[src/sv/lbo_pkg.sv]
// Shared types and constants for the label boundary overlay.
// Holds field widths, register indexes, the command and result structs.
// No dependencies.
package lbo_pkg;

    localparam int LABEL_W     = 16;
    localparam int CHAN_W      = 8;
    localparam int COLOUR_W    = 3 * CHAN_W;
    localparam int CFG_W       = 11;
    localparam int CFG_IDX_W   = 1;
    localparam int IN_TDATA_W  = LABEL_W + COLOUR_W;
    localparam int OUT_TDATA_W = COLOUR_W + LABEL_W;
    localparam int FIFO_DEPTH  = 4;
    localparam int FIFO_PTR_W  = 2;
    localparam int FIFO_CNT_W  = 3;

    localparam logic [CFG_W-1:0]  RESET_WIDTH   = 11'd640;
    localparam logic [CFG_W-1:0]  RESET_HEIGHT  = 11'd480;
    localparam logic [CHAN_W-1:0] BOUNDARY_RED  = 8'd255;
    localparam logic [CHAN_W-1:0] BOUNDARY_DARK = 8'd0;

    typedef enum logic [CFG_IDX_W-1:0] {
        REG_FRAME_WIDTH  = 1'b0,
        REG_FRAME_HEIGHT = 1'b1
    } lbo_cfg_reg_t;

    // Per-request decision made at accept time
    typedef struct packed {
        logic go;       // request touches the line stores
        logic pixel;    // pixel request (else flush)
        logic emit;     // a result follows
        logic has_top;  // row above exists
        logic first;    // first column
        logic last;     // last column
        logic done;     // final pixel of the frame
    } lbo_cmd_t;

    typedef struct packed {
        logic                done;
        logic [LABEL_W-1:0]  numbered;
        logic                boundary;
        logic [CHAN_W-1:0]   red;
        logic [CHAN_W-1:0]   green;
        logic [CHAN_W-1:0]   blue;
    } lbo_result_t;

endpackage

[src/sv/lbo_out_fifo.sv]
// Small result queue that decouples the pipeline from output stalls.
// Register based, FIFO_DEPTH entries; uses lbo_pkg.
module lbo_out_fifo (
    input  logic                           aclk,
    input  logic                           aresetn,
    input  logic                           push,
    input  lbo_pkg::lbo_result_t           push_data,
    input  logic                           out_ready,
    output logic                           out_valid,
    output lbo_pkg::lbo_result_t           out_data,
    output logic [lbo_pkg::FIFO_CNT_W-1:0] count
);
    import lbo_pkg::*;

    lbo_result_t           fifo_mem [FIFO_DEPTH];
    logic [FIFO_PTR_W-1:0] wr_ptr_reg;
    logic [FIFO_PTR_W-1:0] rd_ptr_reg;
    logic [FIFO_CNT_W-1:0] count_reg;
    logic                  pop;

    assign out_valid = (count_reg != '0);
    assign pop       = out_valid && out_ready;
    assign out_data  = fifo_mem[rd_ptr_reg];
    assign count     = count_reg;

    always_ff @(posedge aclk) begin
        if (push) begin
            fifo_mem[wr_ptr_reg] <= push_data;
        end
    end

    always_ff @(posedge aclk) begin
        if (!aresetn) begin
            wr_ptr_reg <= '0;
            rd_ptr_reg <= '0;
            count_reg  <= '0;
        end else begin
            if (push) begin
                wr_ptr_reg <= wr_ptr_reg + FIFO_PTR_W'(1);
            end
            if (pop) begin
                rd_ptr_reg <= rd_ptr_reg + FIFO_PTR_W'(1);
            end
            case ({push, pop})
                2'b10:   count_reg <= count_reg + FIFO_CNT_W'(1);
                2'b01:   count_reg <= count_reg - FIFO_CNT_W'(1);
                default: ;
            endcase
        end
    end

endmodule

[config.mk]
export PLATFORM = sky130hd
export DESIGN_NAME = lbo_out_fifo
export DESIGN_NICKNAME = d
export VERILOG_FILES = /design/src/sv/lbo_pkg.sv /design/src/sv/lbo_out_fifo.sv
export SDC_FILE = /design/constraint.sdc
export NUM_CORES = 1
export LEC_CHECK = 0
export BUFFER_PORTS_ARGS = -buffer_cell sky130_fd_sc_hd__buf_2
export CORE_MARGIN = 10
export CORE_UTILIZATION = 32
export DETAILED_ROUTE_END_ITERATION = 10
export PLACE_DENSITY = 0.55
export SLEW_MARGIN = 15
export SYNTH_ARGS = -nofsm -noshare
export SYNTH_HDL_FRONTEND = slang
export SYNTH_SLANG_ARGS = --single-unit
export TNS_END_PERCENT = 20
[constraint.sdc]
create_clock -name aclk -period 3.63 [get_ports aclk]
set_input_delay 0 -clock aclk [delete_from_list [all_inputs] [get_ports aclk]]
set_output_delay 0 -clock aclk [all_outputs]
set_load 0.005 [all_outputs]
* Yosys cells after proc, flatten, opt, wreduce, memory -nomap -nowiden
Memories as Yosys holds them, arrays and structs flattened. A register that Yosys moved wholly into a read port is not among the register bits.
Index checks and enable logic that the tools add are counted.
W data, S select, Z words.
** Operators by class
- $add $sub $neg :: 4
- Equality and inequality tests :: 2
- Multiplexer cells :: 5
- Reduce and logical (&&, ||, !) cells :: 3
** Operators by type and width (count)
- $pmux W3 S2 :: 1
- $add A2 B1 Y2 const B :: 2
- $mux W2 :: 2
- $add A3 B1 Y3 const B :: 1
- $reduce_bool A3 Y1 :: 1
- $sub A3 B1 Y3 const B :: 1
- $eq A2 B1 Y1 const B :: 1
- $eq A2 B2 Y1 const B :: 1
- $mux W1 :: 2
- $reduce_bool A2 Y1 :: 1
- $logic_and A1 B1 Y1 :: 1
** Storage, ports and cells
- RAM bits :: 168
- Output and inout port bits :: 46
- Bits of input ports :: 46
- Logic and storage cells :: 18
- Memories kept :: 1
- Bits in registers :: 7
** Memory list
- fifo_mem :: depth 4, bits a word 42, rd ports 1, clocked after Yosys merged registers in 1, wr ports 1, line lbo_out_fifo.sv:15 : lbo_result_t fifo_mem [FIFO_DEPTH];

* Logic depth before layout (Yosys ltp)
- Word-level depth :: 4
- Gate-level depth with buffers :: 7
- Gate-level depth less buffers :: 7

* Worst setup path after synthesis
No wires, ideal clock.
- Path kind :: reg2reg
- Start :: reg wr_ptr_reg[0]
- End :: mem fifo_mem[2][0] in the netlist's numbering, enable pin
- Stages on the path, launching flop included :: 4
- Setup time :: 403 ps
- Period minus slack after synthesis :: 1957 ps
- Buffers on the path :: 0
- Setup slack :: 1673 ps
- Data required time :: 3227 ps
- Data arrival time :: 1554 ps
- Cell sequence :: dfxtp_1 inv_1 ha_1 and2_1
** RTL lines
- from (decl) :: line lbo_out_fifo.sv:16 : logic [FIFO_PTR_W-1:0] wr_ptr_reg;
- from (signal assigned) :: line lbo_out_fifo.sv:39 : wr_ptr_reg <= wr_ptr_reg + FIFO_PTR_W'(1);
- to (decl) :: line lbo_out_fifo.sv:15
Straight into the memory's write port.

==> metrics.txt <==
slowest CP cell dfxtp_4; startpoint types register; hpwl dp 8090 um; ys async rst share 0; first-pass iteration count of the detailed router 5; Layout Nets 465; sequential element share of the synthesized area 0.795; Max rail drop VDD 0.000331 V; total power around 5.0 mW; wire per inst 18.4 um; CTS tree built; EDFF count, synth 168; core area around 0.020 sq mm; synthesized area 0.00657 sq mm; Setup crit end kind output pin; Static Leakage 2.81 nW; Slew @ Worst Pin 886 ps; min cycle time layout 2210 ps; Primary FF master, synth edfxtp_1; maximum operating frequency 453 MHz; DR DRC count 0; Hold Path Class in -> reg; post-synthesis cell type count 22; TritonCTS Sinks roughly 180; vias per inst 4.45; die area between 0.02 and 0.03 sq mm; area leader, netlist edfxtp_1; top-area cell type share of the netlist area 0.768; P&R area growth vs syn 26.3%; most common cell after layout, fill and taps aside edfxtp_1; CTS clock-pin slew for the worst setup and hold paths 60 ps; Max-Cap Viols 0; Placed Cells just over 600; worst r2r src count[0]$_SDFFE_PN0P_; pwr/cell area 607 mW/mm^2; global route total overflow 0; Syn Area/Cell 24.7 sq um; post-synth net total 318; first-pass GRT wire length 20,200 um; slew margin rel. 0.410; global placement routability congestion ~0.67; Cell Count, Final, Fillers Out 697; Worst EP required 3630 ps; Die W 163 um; starting density of the core 0.325; clock buffer depth 2; Synth Register Bits 177; pin count of the biggest net entering global routing 43; site row count 52; RSZ-0062 raised after global routing no; status complete, no violations; H-tree depth 4; crit-path max cell delay 940 ps; Period Utilization, post-route 0.608; final setup violation count 0; hold wc startpoint out_ready; Core Util, Final 0.410; YS warnings 0; Final ANT Viol Nets 0; Total GRT Usage 0.101; Port Buffers 91; worst skew pair latency 420 ps; clock root buffer clkbuf_16; CP max FO 42; DR iter-0 viols 185; Worst EP arrival 2210 ps; Syn Inst Count 266; Fin. Hold Viols 0; layout cell share with drive strength beyond 1 0.397; Die Y-Extent 163 um; Setup Skew 7.56 ps; I/O Pins a little over 90; vias in the first global route between 3,000 and 4,000; total CTS buffers 17; synth top area cells edfxtp_1 77%, mux4_2 14%, dfxtp_1 2.7%; commonest non-fill, non-tap cells in the layout 168 x edfxtp_1, 91 x buf_2, 44 x dlygate4sd3_1; Pins Over Slew Limit 0; via count 3,104; worst setup path class reg -> out; max reg flops 168; Cell Chain, Critical Path mux4_1, buf_2; setup_tns 0 ps; antenna violations before repair 1; final wirelength 12,800 um
[where the power goes]
part           switching (mW)  internal [mW]  leakage (nW)
combinational           0.302          0.465         0.911
clock                   0.735           1.02         0.277
sequential              0.160           2.36          1.62
[synth_stat cells (2+ instances only)]
| cell type | number |
|---|---|
| or3_1 | 2 |
| buf_12 | 4 |
| mux4_2 | 40 |
| ha_1 | 5 |
| buf_2 | 4 |
| dfxtp_1 | 9 |
| nor2b_1 | 3 |
| o21ai_0 | 2 |
| xnor2_1 | 3 |
| and2_1 | 8 |
| inv_1 | 6 |
| mux4_1 | 2 |
| xor2_1 | 2 |
| edfxtp_1 | 168 |
[timing repair]
action / 4_1_cts / 5_1_grt
setup buffers: 0 / 0
gates resized for setup: 0 / 0
endpoints found under the hold margin: 177 / 0
hold buffers: 44 / 0
[final timing paths]
path	end	slack, ps	depth (start not counted)
setup / recovery	out_data[36]	1420	2
hold / removal	rd_ptr_reg[0]$_SDFFE_PN0P_	50	4
setup reg to reg	count[2]$_SDFFE_PN0P_	1640	7
hold reg to reg	rd_ptr_reg[0]$_SDFFE_PN0P_	570	2
[layer usage]
layer | track usage | vias to the layer above | part of all wire
li1 | - | 1409 | -
met1 | 0.116 | 1608 | 0.41
met2 | 0.166 | 75 | 0.51
met3 | 0.0448 | 12 | 0.068
met4 | 0.0332 | 0 | 0.0079
met5 | 0 | - | 0
[stage by stage]
stage	cell area [sq um]	worst slack, ps	hold slack [ps]
6_report	8300	1420	51.8
5_1_grt	8300	1210	58.8
4_1_cts	8300	1310	33.6
3_5_place_dp	7290	1640	216
3_3_place_gp	7280	1660	213
2_1_floorplan	6570	1670	98.9
[critical path, delay by kind of cell (launching register included)]
kind,cells,cell delay (ps)
buffers and inverters,1,150
muxes,1,670
DFF,1,940
[kinds of logic after synthesis]
family	after synthesis	synth area share
DFF	177	0.795
muxes	43	0.147
buffers and inverters	16	0.0209
and+or+nand+nor	14	0.0129
adders and majority gates	6	0.0126
AOI/OAI and AO/OA	5	0.00533
xor gates and xnor gates	5	0.00666
[cell type report]
| type | instances | area [sq um] |
|---|---|---|
| Timing Repair Buffer | 138 | 918 |
| Fill cell | 1792 | 11900 |
| Inverter | 6 | 22.5 |
| Clock inverter | 13 | 136 |
| Sequential cell | 177 | 5230 |
| Antenna cell | 1 | 2.50 |
| Clock buffer | 19 | 433 |
| Multi-Input combinational cell | 73 | 1220 |
| Tap cell | 270 | 338 |
(Power assumes the default switching activity.)
