<file path="config.mk">
export PLATFORM = sky130hd
export DESIGN_NAME = lbo_frame_ctrl
export DESIGN_NICKNAME = d
export VERILOG_FILES = /design/src/sv/lbo_pkg.sv /design/src/sv/lbo_frame_ctrl.sv
export SDC_FILE = /design/constraint.sdc
export NUM_CORES = 1
export LEC_CHECK = 0
export CAP_MARGIN = 30
export CORE_MARGIN = 5
export CORE_UTILIZATION = 65
export CTS_CLUSTER_SIZE = 8
export DETAILED_ROUTE_END_ITERATION = 16
export DONT_BUFFER_PORTS = 1
export GPL_ROUTABILITY_DRIVEN = 0
export PLACE_DENSITY = 0.92
export SKIP_CTS_REPAIR_TIMING = 1
export SLEW_MARGIN = 20
export SYNTH_ARGS = -nofsm -noshare
export SYNTH_HDL_FRONTEND = slang
export SYNTH_SLANG_ARGS = --single-unit
</file>
<file path="constraint.sdc">
create_clock -name aclk -period 8.9 [get_ports aclk]
set_input_delay 0.89 -clock aclk [delete_from_list [all_inputs] [get_ports aclk]]
set_output_delay 0.89 -clock aclk [all_outputs]
set_load 0.01 [all_outputs]
</file>
<file path="src/sv/lbo_pkg.sv">
// Shared types and constants for the label boundary overlay.
// Holds field widths, register indexes, the command and result structs.
// No dependencies.
package lbo_pkg;

    localparam int LABEL_W     = 16;
    localparam int CHAN_W      = 8;
    localparam int COLOUR_W    = 3 * CHAN_W;
    localparam int CFG_W       = 11;
    localparam int CFG_IDX_W   = 1;
    localparam int IN_TDATA_W  = LABEL_W + COLOUR_W;
    localparam int OUT_TDATA_W = COLOUR_W + LABEL_W;
    localparam int FIFO_DEPTH  = 4;
    localparam int FIFO_PTR_W  = 2;
    localparam int FIFO_CNT_W  = 3;

    localparam logic [CFG_W-1:0]  RESET_WIDTH   = 11'd640;
    localparam logic [CFG_W-1:0]  RESET_HEIGHT  = 11'd480;
    localparam logic [CHAN_W-1:0] BOUNDARY_RED  = 8'd255;
    localparam logic [CHAN_W-1:0] BOUNDARY_DARK = 8'd0;

    typedef enum logic [CFG_IDX_W-1:0] {
        REG_FRAME_WIDTH  = 1'b0,
        REG_FRAME_HEIGHT = 1'b1
    } lbo_cfg_reg_t;

    // Per-request decision made at accept time
    typedef struct packed {
        logic go;       // request touches the line stores
        logic pixel;    // pixel request (else flush)
        logic emit;     // a result follows
        logic has_top;  // row above exists
        logic first;    // first column
        logic last;     // last column
        logic done;     // final pixel of the frame
    } lbo_cmd_t;

    typedef struct packed {
        logic                done;
        logic [LABEL_W-1:0]  numbered;
        logic                boundary;
        logic [CHAN_W-1:0]   red;
        logic [CHAN_W-1:0]   green;
        logic [CHAN_W-1:0]   blue;
    } lbo_result_t;

endpackage

</file>
<file path="src/sv/lbo_frame_ctrl.sv">
// Frame position counters and configuration registers.
// Decides per request whether it is processed and emits; uses lbo_pkg.
module lbo_frame_ctrl #(
    parameter int MAX_WIDTH = 1024,
    parameter int AW        = 10
) (
    input  logic                          aclk,
    input  logic                          aresetn,
    input  logic                          cfg_we,
    input  logic [lbo_pkg::CFG_IDX_W-1:0] cfg_addr,
    input  logic [lbo_pkg::CFG_W-1:0]     cfg_wdata,
    input  logic                          accept,
    input  logic                          is_flush,
    output lbo_pkg::lbo_cmd_t             cmd,
    output logic [AW-1:0]                 col,
    output logic [AW-1:0]                 col_ahead
);
    import lbo_pkg::*;

    logic [CFG_W-1:0] width_reg;
    logic [CFG_W-1:0] height_reg;
    logic [AW-1:0]    col_reg;
    logic [AW-1:0]    col_next;
    logic [CFG_W-1:0] row_reg;
    logic [CFG_W-1:0] row_next;
    logic [AW-1:0]    last_col;
    logic [CFG_W-1:0] height_eff;
    logic             rows_in;

    // Zero width acts as one, oversize width saturates to the line length
    always_comb begin
        if (width_reg == '0) begin
            last_col = '0;
        end else if (32'(width_reg) > 32'(MAX_WIDTH)) begin
            last_col = AW'(MAX_WIDTH - 1);
        end else begin
            last_col = AW'(width_reg - CFG_W'(1));
        end
    end

    assign height_eff = (height_reg == '0) ? CFG_W'(1) : height_reg;
    assign rows_in    = (row_reg >= height_eff);

    always_comb begin
        cmd       = '0;
        cmd.first = (col_reg == '0);
        cmd.last  = (col_reg == last_col);
        col_next  = col_reg;
        row_next  = row_reg;
        if (accept) begin
            if (!is_flush) begin
                // Drop pixels that arrive once the frame is complete
                if (!rows_in) begin
                    cmd.go      = 1'b1;
                    cmd.pixel   = 1'b1;
                    cmd.emit    = (row_reg != '0);
                    cmd.has_top = (row_reg >= CFG_W'(2));
                    if (cmd.last) begin
                        col_next = '0;
                        row_next = row_reg + CFG_W'(1);
                    end else begin
                        col_next = col_reg + AW'(1);
                    end
                end
            end else if (rows_in) begin
                cmd.go      = 1'b1;
                cmd.emit    = 1'b1;
                cmd.has_top = (height_eff >= CFG_W'(2));
                cmd.done    = cmd.last;
                if (cmd.last) begin
                    col_next = '0;
                    row_next = '0;
                end else begin
                    col_next = col_reg + AW'(1);
                end
            end
        end
    end

    always_ff @(posedge aclk) begin
        if (!aresetn) begin
            width_reg  <= RESET_WIDTH;
            height_reg <= RESET_HEIGHT;
            col_reg    <= '0;
            row_reg    <= '0;
        end else if (cfg_we) begin
            case (lbo_cfg_reg_t'(cfg_addr))
                REG_FRAME_WIDTH:  width_reg  <= cfg_wdata;
                REG_FRAME_HEIGHT: height_reg <= cfg_wdata;
                default:          ;
            endcase
            // Restart the frame
            col_reg <= '0;
            row_reg <= '0;
        end else begin
            col_reg <= col_next;
            row_reg <= row_next;
        end
    end

    assign col       = col_reg;
    assign col_ahead = col_reg + AW'(1);

endmodule

</file>
=== After elaboration in Yosys (flattened, before gate mapping) ===
Index checks and enable logic that the tools add are counted.

* Memory bits (read-only): 0
* Input port bits: 17
* Bits in registers: 43
* Output and inout bits: 27
* Word-level logic and storage cells: 49
* Memories: 0
* Bits in writable memories: 0
* Bits in latches: 0

* Add/subtract/negate cells: 3
* Shifts and indexed selects: 0
* Muxes and demuxes: 22
* Multipliers: 0
* Order comparisons: 4
* Equality and inequality tests: 4
* Reduce and logical (&&, ||, !) cells: 10
* Bitwise operators: 2
* Divide/modulo/power cells: 0

{| class="wikitable"
|+ Operator list
! kind !! count
|-
| $mux W11 || 6
|-
| $mux W10 || 6
|-
| $ge A11 B2 Y1 const B || 2
|-
| $logic_not A11 Y1 || 2
|-
| $add A11 B1 Y11 const B || 1
|-
| $ge A11 B11 Y1 || 1
|-
| $gt A11 B11 Y1 const B || 1
|-
| $reduce_bool A11 Y1 || 1
|-
| $add A10 B1 Y10 const B || 1
|-
| $eq A10 B10 Y1 || 1
|-
| $logic_not A10 Y1 || 1
|-
| $sub A10 B1 Y10 const B || 1
|-
| $mux W4 || 2
|-
| $mux W1 || 6
|-
| $reduce_and A5 Y1 || 1
|-
| $mux W2 || 2
|-
| $ne A2 B2 Y1 const B || 2
|-
| $reduce_and A2 Y1 || 2
|-
| $reduce_and A3 Y1 || 1
|-
| $ne A2 B1 Y1 const B || 1
|-
| $not A1 Y1 || 2
|-
| $reduce_bool A2 Y1 || 1
|-
| $reduce_or A2 Y1 || 1
|}

=== Logic depth before layout (Yosys ltp) ===
* Word-level depth: 7
* Mapped depth: 17

=== Worst setup path before layout ===
No wires, ideal clock.

* Path kind: register to output
* Start point: register height_reg[1]
* End point: output cmd[6] in the netlist's numbering
* Path slack: 4978 ps
* Stages on the path, launching flop included: 15
* Arrival: 3032 ps
* Data required time: 8010 ps
* Path through: dfxtp_1 > nor4_1 > nand4_1 > nand2b_1 > ha_1 > nand2b_1 > a21o_1 > a21oi_1 > o21ai_0 > a221oi_2 > ha_1 > nand2b_1 > clkbuf_1 > inv_1 > clkbuf_1

{| class="wikitable"
|+ RTL lines
! what !! RTL line !! RTL
|-
| from (decl) || lbo_frame_ctrl.sv:21 || <nowiki>logic [CFG_W-1:0] height_reg;</nowiki>
|-
| from (signal assigned) || lbo_frame_ctrl.sv:89 || <nowiki>REG_FRAME_HEIGHT: height_reg <= cfg_wdata;</nowiki>
|-
| to (decl) || lbo_frame_ctrl.sv:14 || <nowiki>output lbo_pkg::lbo_cmd_t cmd,</nowiki>
|}

==> results <==
- The run finished with clean final reports.
- The worst-case IR drop observed on VDD is 0.103 mV.
- The worst hold path belongs to the class reg2reg.
- The worst relative slew slack is 42.3%.
- The full die area is 0.00609 sq mm.
- The number of global-route vias before repair came to 2647.
- The residual overflow from global routing is 0.
- The measured slew at the worst slew-check pin is 0.864 ns.
- The clock tree from TritonCTS is done.
- The clock period could shrink to 4.69 ns.
- The number of antenna violations at the first check in global routing is 0.
- The H-tree was split into 2 levels.
- The buffer type at the clock tree root is clkbuf_8.
- The HPWL after detailed placement is 5550 um.
- The part of the cycle the worst path needs is 52.7%.
- The number of design-rule violations left by the first detailed-router iteration is 298.
- After technology mapping, the gate count stands at 396.
- In the final timing run, aggregate negative setup slack is 0 ns.
- During placement, the flow inserted port buffers numbering 0.
- The floorplan step set the die width to 78.1 um.
- The number of CTS-inserted buffers is 5.
- After floorplanning, the core was divided into 24 placement rows.
- The mean number of vias per cell is 6.56.
- The sequential cells in the finished layout cover a total of 861 sq um.
- The final route contains 2832 vias.
- The most used flip-flop cell after synthesis is dfxtp_1.
- The cell depth of the worst flop-to-flop path is 16.
- The hold-critical path depth is 2.
- The total number of clock tree sinks is 43.
- The total area inside the core boundary comes to 0.00441 sq mm.
- Together, buffers and inverters on the worst path number 1.
- The count of endpoints failing setup in the final report is 0.
- The fraction of final layout cells sized beyond drive strength 1 is 3.95%.
- The overall track demand over capacity in global routing is 23.9%.
- Of the synthesized area, sequential elements account for 28.6%.
- The clock tree buffer depth is 2.
- The most common cell after layout, fill and taps aside is nand2_1.
- The post-synthesis to final-layout area growth is 2.74%.
- The die height is 78.1 um.
- The analysis attributes to cell leakage a power of 1.23 nW.
- The wire length per cell after detailed routing is 17.1 um.
- The type of the setup path with the least slack is reg2out.
- Fill cells in the final layout number 347.
- The number of storage elements in the synthesis netlist is 43.
- STA puts the critical path data required time at 8.01 ns.
- Across the run, the number of max-cap violations was 0.
- Setup repair after global routing left no endpoint under its margin.
- The first global-routing pass estimated 12200 um of wire.
- The net count of the mapped netlist is 431.
- The post-route core utilization is 70.1%.
- The number of enable flip-flop cells after synthesis is 0.
- The most used cell along the critical path is nand2b_1.
- The proportion of register bits with asynchronous set or reset after synthesis is 0%.
- 0 antenna diodes ended up in the layout.
- The count of pins over their slew limit came to 0.
- The total design power is 0.416 mW.
- Derived from the worst setup path, the maximum achievable clock frequency is 213 MHz.
- For this run, the detailed router's first-pass iteration total came to 5.
- Leaving out fill and tap cells, the most frequent cells in the layout are 67 x nand2_1, 43 x dfxtp_1, 24 x o21ai_0.
- For this run, design rule violations remaining after detail routing come to 0.
- Counting distinct cell types in the post-synthesis netlist gives 54.
- The cell family with the largest share of critical-path delay is simple AND/OR/NAND/NOR gates.
- In this run the worst path has a maximum fanout of 19.
- The arrival time at the worst endpoint is 3.80 ns.
- STA classifies the critical path startpoint as a flip-flop.
- The final layout contains routed wiring with a total length of 7380 um.
- Clock latency on the worst-skew pair, taken at its later pin, is 0.30 ns.
- The worst hold margin is 0.468 ns.
- Entering global routing, the biggest net connects 25 pins.
- After clock tree synthesis, the clock-pin slew on the worst setup and hold paths is 0.07 ns.
- The summed instance area of the synthesized netlist is 0.00301 sq mm.
- 44 I/O pins were placed.
- For this run, the slowest stage of the critical path takes 0.56 ns.
- STA classifies the critical path endpoint as an output pin.
- Power spread over the standard cell area amounts to 134 mW/mm^2.
- The maximum clock skew at final layout is 0.0102 ns.
- The count of endpoints failing hold in the final timing report is 0.
- Dividing the synthesized area by the synthesized cell count gives 7.60 sq um.
- The cell with the largest stage delay on the worst path is a221oi_2.
- Counting buffers and inverters, the worst setup path is 12 cells deep.
- The number of nets with antenna violations after detailed routing is 0.
- The signal on the critical path passes through nor4_1 -> nand4_1 -> nand2b_1 -> ha_1 -> nand2b_1 -> a21o_1 -> a21oi_1 -> o21ai_0 -> a221oi_2 -> ha_1 -> nand2b_1 -> inv_1.
- The area of the multi-input gates is 0.00197 sq mm.
- The number of synthesis warnings is 0.
- The number of nets in the finished design is 414.
- Once the floorplan was initialized, standard cells occupied 68.2% of the core.
==> Yosys cell counts, drive strengths merged, types with 2 or more instances <==
cell type	count	area share, %
and3	11	2.3
nand3	16	2.7
clkbuf	20	2.5
or4b	2	0.67
a21boi	16	4.0
xnor2	9	2.6
nand4	4	0.83
xor2	2	0.58
o211ai	8	2.0
or3	12	2.5
or4	5	1.2
nor3	6	1.0
nand2b	7	1.5
nor2b	7	1.5
ha	18	7.5
a31oi	3	0.62
nand2	67	8.4
nor2	13	1.6
o21ai	24	4.0
nor4b	2	0.58
a21o	4	1.0
buf	4	0.83
a311oi	2	0.58
nor4	7	2.0
a21oi	18	3.0
and2	11	2.3
inv	22	2.7
a31o	2	0.58
dfxtp	43	29
nor3b	2	0.50
o31ai	12	3.2
==> where the power goes <==
| group | switching [mW] | internal, mW |
|---|---|---|
| Sequential | 0.00655 | 0.198 |
| Combinational | 0.0345 | 0.0207 |
| Clock | 0.0654 | 0.0908 |
| Total | 0.106 | 0.309 |
==> cell type report <==
| class | count | area share [%] |
|---|---|---|
| multi-input cells | 307 | 63.6 |
| flip-flops and latches | 43 | 27.8 |
| clock buffers | 6 | 2.67 |
| inverters | 22 | 2.67 |
| well taps | 52 | 2.10 |
| clock inverters | 2 | 1.13 |
==> logic make-up after synthesis <==
family | synth area share, %
mux | 0.333
xor+xnor | 3.20
compound gates | 23.7
flops | 28.6
simple gates | 30.3
fa+ha+maj | 7.81
buf+inv | 6.07
==> worst paths after layout <==
path                                    start                     endpoint  slack [ns]
setup / recovery   height_reg[5]$_SDFFE_PN1P_                       cmd[6]        4.21
hold / removal    height_reg[10]$_SDFFE_PN0P_  height_reg[10]$_SDFFE_PN0P_        0.47
setup reg to reg   height_reg[5]$_SDFFE_PN1P_      row_reg[9]$_SDFFE_PP0P_        4.44
hold reg to reg   height_reg[10]$_SDFFE_PN0P_  height_reg[10]$_SDFFE_PN0P_        0.47
==> metrics by stage <==
stage	cells	setup slack [ns]	cell area, sq um
after floorplan	396	4.98	3010
after CTS	432	4.24	3090
after global placement	424	4.69	2980
after detailed placement	424	4.53	2980
final	432	4.21	3090
after global routing	432	3.88	3090
==> worst reg2reg max path, stage by stage, from the launching register on <==
cell,delay (ns)
dfxtp_1,0.31
nor4_1,0.29
nand4_1,0.16
nand2b_1,0.10
ha_1,0.22
nand2b_1,0.14
a21o_1,0.18
a21oi_1,0.14
o21ai_0,0.12
a221oi_2,0.56
ha_1,0.34
nand2b_1,0.41
inv_1,0.53
and3_1,0.30
nand4_1,0.12
or3_1,0.33
a21oi_1,0.14
==> metal layers <==
metal	share of wire [%]	vias to the layer above	GRT usage, %
met3	9.5	12	7.09
met4	1.8	0	7.94
li1	-	1381	-
met5	0	-	0
met2	47	111	38.8
met1	42	1328	30.1
(Power assumes the default switching activity.)
